<file path="config.mk">
export PLATFORM = sky130hd
export DESIGN_NAME = ptw_front
export DESIGN_NICKNAME = d
export VERILOG_FILES = /design/src/rtl/core/ptw_pkg.sv /design/src/rtl/core/ptw_front.sv
export SDC_FILE = /design/constraint.sdc
export NUM_CORES = 1
export LEC_CHECK = 0
export BUFFER_PORTS_ARGS = -buffer_cell sky130_fd_sc_hd__buf_4
export CORE_UTILIZATION = 52
export CTS_CLUSTER_SIZE = 30
export DETAILED_ROUTE_END_ITERATION = 16
export GPL_TIMING_DRIVEN = 0
export PLACE_DENSITY = 0.85
export SYNTH_ARGS = -nofsm -noshare
export SYNTH_HDL_FRONTEND = slang
export SYNTH_SLANG_ARGS = --single-unit
</file>
<file path="constraint.sdc">
create_clock -name clk -period 8.4 [get_ports clk]
set_input_delay 0.84 -clock clk [delete_from_list [all_inputs] [get_ports clk]]
set_output_delay 0.84 -clock clk [all_outputs]
set_load 0.02 [all_outputs]
</file>
<file path="src/rtl/core/ptw_pkg.sv">
package ptw_pkg;

  localparam int TABLE_PAGES       = 8;
  localparam int ENTRIES_PER_TABLE = 512;
  localparam int MEM_WORDS         = TABLE_PAGES * ENTRIES_PER_TABLE;
  localparam int ADDR_W            = $clog2(MEM_WORDS);
  localparam int PG_W              = (TABLE_PAGES > 1) ? $clog2(TABLE_PAGES) : 1;
  localparam int IDX_W             = $clog2(ENTRIES_PER_TABLE);

  localparam int WORD_W  = 64;
  localparam int WIDX_W  = 12;
  localparam int VA_W    = 48;
  localparam int PA_W    = 52;
  localparam int PPN_W   = 40;
  localparam int CFG_IDX_W = 1;

  localparam int IN_TDATA_W  = 128;
  localparam int OUT_TDATA_W = 320;

  localparam int Q_DEPTH  = 2;
  localparam int QPTR_W   = $clog2(Q_DEPTH);
  localparam int QCNT_W   = QPTR_W + 1;

  localparam int BIT_PRESENT = 0;
  localparam int BIT_LARGE   = 7;

  typedef enum logic {
    OP_WRITE     = 1'b0,
    OP_TRANSLATE = 1'b1
  } op_t;

  typedef enum logic [CFG_IDX_W-1:0] {
    CFG_ROOT   = 1'b0,
    CFG_WINDOW = 1'b1
  } cfg_idx_t;

  typedef enum logic [1:0] {
    WS_OK          = 2'd0,
    WS_NOT_PRESENT = 2'd1,
    WS_OUTSIDE     = 2'd2
  } walk_status_t;

  typedef enum logic [1:0] {
    PS_4K   = 2'd0,
    PS_2M   = 2'd1,
    PS_1G   = 2'd2,
    PS_NONE = 2'd3
  } page_size_t;

  typedef enum logic [2:0] {
    S_CLEAR,
    S_IDLE,
    S_READ,
    S_CHECK,
    S_DONE
  } walk_state_t;

  typedef struct packed {
    op_t               op;
    logic [WIDX_W-1:0] word_index;
    logic [WORD_W-1:0] word_data;
    logic [VA_W-1:0]   virtual_address;
  } item_t;

  // front to back: head of the queue
  typedef struct packed {
    logic  valid;
    item_t item;
  } fq_t;

  // back to front: dequeue and clearing status
  typedef struct packed {
    logic pop;
    logic clearing;
  } bk_t;

endpackage

</file>
<file path="src/rtl/core/ptw_front.sv">
module ptw_front (
  input  logic                             clk,
  input  logic                             rst_n,
  input  logic                             in_tvalid,
  output logic                             in_tready,
  // [11:0] word_index, [75:12] word_data, [123:76] virtual_address, rest zero
  input  logic [ptw_pkg::IN_TDATA_W-1:0]   in_tdata,
  // [0] operation
  input  logic                             in_tuser,
  output ptw_pkg::fq_t                     fq,
  input  ptw_pkg::bk_t                     bk
);

  ptw_pkg::item_t              q_r [ptw_pkg::Q_DEPTH];
  logic [ptw_pkg::QPTR_W-1:0]  wr_ptr_r, rd_ptr_r;
  logic [ptw_pkg::QCNT_W-1:0]  cnt_r, cnt_nxt;
  ptw_pkg::item_t              item;
  logic                        accept, keep, push, pop;

  always_comb begin
    item.op              = ptw_pkg::op_t'(in_tuser);
    item.word_index      = in_tdata[11:0];
    item.word_data       = in_tdata[75:12];
    item.virtual_address = in_tdata[123:76];
  end

  assign in_tready = (cnt_r != ptw_pkg::QCNT_W'(ptw_pkg::Q_DEPTH)) && !bk.clearing;
  assign accept    = in_tvalid && in_tready;
  // drop writes that land beyond the table memory
  assign keep      = (item.op == ptw_pkg::OP_TRANSLATE) ||
                     (32'(item.word_index) < ptw_pkg::MEM_WORDS);
  assign push      = accept && keep;
  assign pop       = bk.pop && (cnt_r != '0);

  always_comb begin
    cnt_nxt = cnt_r;
    if (push && !pop) begin
      cnt_nxt = cnt_r + 1'b1;
    end else if (pop && !push) begin
      cnt_nxt = cnt_r - 1'b1;
    end
  end

  always_ff @(posedge clk) begin
    if (!rst_n) begin
      wr_ptr_r <= '0;
      rd_ptr_r <= '0;
      cnt_r    <= '0;
    end else begin
      cnt_r <= cnt_nxt;
      if (push) begin
        wr_ptr_r <= wr_ptr_r + 1'b1;
      end
      if (pop) begin
        rd_ptr_r <= rd_ptr_r + 1'b1;
      end
    end
  end

  always_ff @(posedge clk) begin
    if (push) begin
      q_r[wr_ptr_r] <= item;
    end
  end

  assign fq.valid = (cnt_r != '0);
  assign fq.item  = q_r[rd_ptr_r];

endmodule

</file>
==> metrics.cfg <==
[sta]
finalMaxSlewViolations=0
skew_ps=4.87
worst_slew_margin_rel_pct=41.4
setup_violations=0
rsz0062_at_grt=no
tns_ps=0
max_freq_mhz=374
worstMarginPinSlew_ps=877
final_hold_viol_count=0
layout_min_cycle_time_ps=2670
setup_ws_ps=5730
finalCritPeriodShare_pct=31.8

[clock_network]
post-cts-setup-buffer-count=0
cts_tree=yes
hold_buffers=0
post_cts_resized=0
cts.sinks=255
cts_buffers=26
clkLatencyLatePin_ps=510
clk_pin_slew_ps=60
root_buffer=clkbuf_16
htreeDepth=1
clock_path_buffers=3

[global_routing]
antenna_found_initial=0
grt_use_total_pct=19.0
grt_pass1_wl_mm=26.9
grt_start_max_net_pins=66
grt_overflow=0
grt_pass1_vias=5229

[floorplanning]
die_h_microns=137
core_area_sq_um=17500
dieArea_sq_um=18700
die_x_microns=137
num_rows=48
pin_count=261
start_util_pct=53.9

[power_and_ir_drop]
peakVddDrop_mv=0.229
p_sw_share_pct=27.6
clockPowerShare_pct=28.7
combPwrFrac_pct=29.7
p_int_mw=2.69
p_leak_nw=4.77
total_power_mw=3.72
switching_power_mw=1.03
p_per_area_nw_per_um2=296
pwr-share-seq_pct=41.6

[setup_path]
cp.arrival_ps=1830
criticalPathCategory=flip-flop to output pin
reg2reg_from=cnt_r[0]$_SDFFE_PN0P_
critPathMaxFanout=10
cp-start-kind=flip-flop
crit_path_end_kind=output pin
required_ps=7560

[detailed_routing]
dr.first_iter.drc_count=182
antenna_left=0
drc=0
via_per_inst=5.11
dr.pass1.iters=4
wire_per_inst_microns=19.4
dr_total_vias=4836
totalWireLength_mm=18.4

[yosys]
yosys.area_share.simple_pct=0.807
synth_warnings=0
synth_cell_types=21
syn-num-nets=549
muxShareOfSynthArea_pct=17.0
synthCells=414
synth_compound_gate_area_share_pct=0.185
synth_top_family_by_area=multiplexers
syn_avg_cell_area_sq_um=22.8
synth_area_sq_um=9460
yosysSeqAreaShare_pct=80.4
synthXorXnorAreaFrac_pct=0.278
ys_ff_latch=255
synthAdderAreaFrac_pct=0.132

[flow_run]
drv_cap=0

[min_path]
min_path_type=input port to flip-flop
hp-start=in_tdata[117]

[outcome]
status=finished clean

[placed_design]
finalWeightedCongestion=0.749
port_buffers=256
dpl.hpwl_mm=12.6
place_ws_ps=5370

[finish]
layout-drive-gt1-share_pct=60.7
nets=837
antenna-diode-count=0
fillers=1045
area_delta_synth_final_pct=32.9

[worst max-delay path, stage by stage, from the launching register on]
cell and delay (ps):
dfxtp_1 320, buf_6 140, buf_6 180, buf_6 200, mux2_4 320, buf_4 160
[cells in the final DEF, fill, tap and decap left out, types with 2 or more instances in the layout]
cell type	netlist	routed
edfxtp_1	250	250
buf_12	0	3
mux2_2	75	75
clkinv_2	0	5
dfxtp_1	5	5
mux2_4	50	50
buf_2	7	7
xnor2_1	2	2
buf_6	7	7
clkinv_1	0	8
clkbuf_16	0	27
buf_4	0	256
clkbuf_8	0	2
clkbuf_1	0	5
and2_1	4	3
[power by group through the flow]
| stage | clock network, mW | registers (mW) | logic (mW) |
|---|---|---|---|
| after CTS | 1.09 | 1.55 | 1.12 |
| after floorplan | 0 | 1.58 | 0.690 |
| after global placement | 0 | 1.59 | 1.07 |
| after detailed placement | 0 | 1.57 | 1.11 |
| final | 1.07 | 1.55 | 1.10 |
| after global routing | 1.14 | 1.55 | 1.16 |
[synth_stat cells (all sizes together)]
cell type / count / area share [%]
edfxtp: 250 / 79
mux2: 125 / 17
buf: 14 / 1.2
dfxtp: 5 / 1.1
and2: 4 / 0.26
nor2b: 2 / 0.13
o21ai: 2 / 0.11
xnor2: 2 / 0.19
a21boi: 1 / 0.079
ha: 1 / 0.13
mux2i: 1 / 0.11
nand2: 1 / 0.040
nand2b: 1 / 0.066
nor2: 1 / 0.040
nor3b: 1 / 0.13
or2: 1 / 0.066
or3: 1 / 0.066
xor2: 1 / 0.093
[sequential cells by signal (all words and copies together), names as in the netlist, named ones only]
name and cells:
q_r 250, cnt_r 2, rd_ptr_r 1, wr_ptr_r 1
[cell type report]
type | count | area (sq um) | area share, %
tap | 225 | 282 | 2.24
clock buffer | 34 | 722 | 5.74
sequential | 255 | 7610 | 60.5
buffer | 14 | 114 | 0.906
multi-input combinational | 145 | 1750 | 13.9
timing repair buffer | 260 | 2010 | 16.0
clock inverter | 14 | 85.1 | 0.677
[final timing paths]
path	depth (start not counted)	slack [ps]	end
hold / removal	1	510	q_r[0][41]$_DFFE_PP_
hold reg to reg	2	560	cnt_r[1]$_SDFFE_PN0P_
setup reg to reg	5	5800	q_r[0][83]$_DFFE_PP_
setup / recovery	5	5730	fq[88]
[logic make-up after synthesis]
| logic type | count (synthesis) |
|---|---|
| xor gates and xnor gates | 3 |
| and+or+nand+nor | 12 |
| AOI/OAI and AO/OA | 3 |
| muxes | 126 |
| DFF | 255 |
| buffers and inverters | 14 |
| adders and majority gates | 1 |
[per-layer routing]
layer  wire length, microns  vias up  track usage [%]
li1                       -     2221                -
met1                   6750     2367             21.1
met2                   9560      212             34.4
met3                   1590       36             5.89
met4                    468        0             6.59
met5                      0        -                0
[metrics by stage]
step           std cells  area (sq um)  utilization, %  hold WS, ps
2_1_floorplan        414          9460               -          451
3_3_place_gp         895         11700            66.5          462
3_5_place_dp         899         11800            67.1          534
4_1_cts              947         12600            71.7          487
5_1_grt              947         12600            71.7          489
6_report             947         12600            71.7          513
Note: power is estimated with default switching activity, not from simulation.
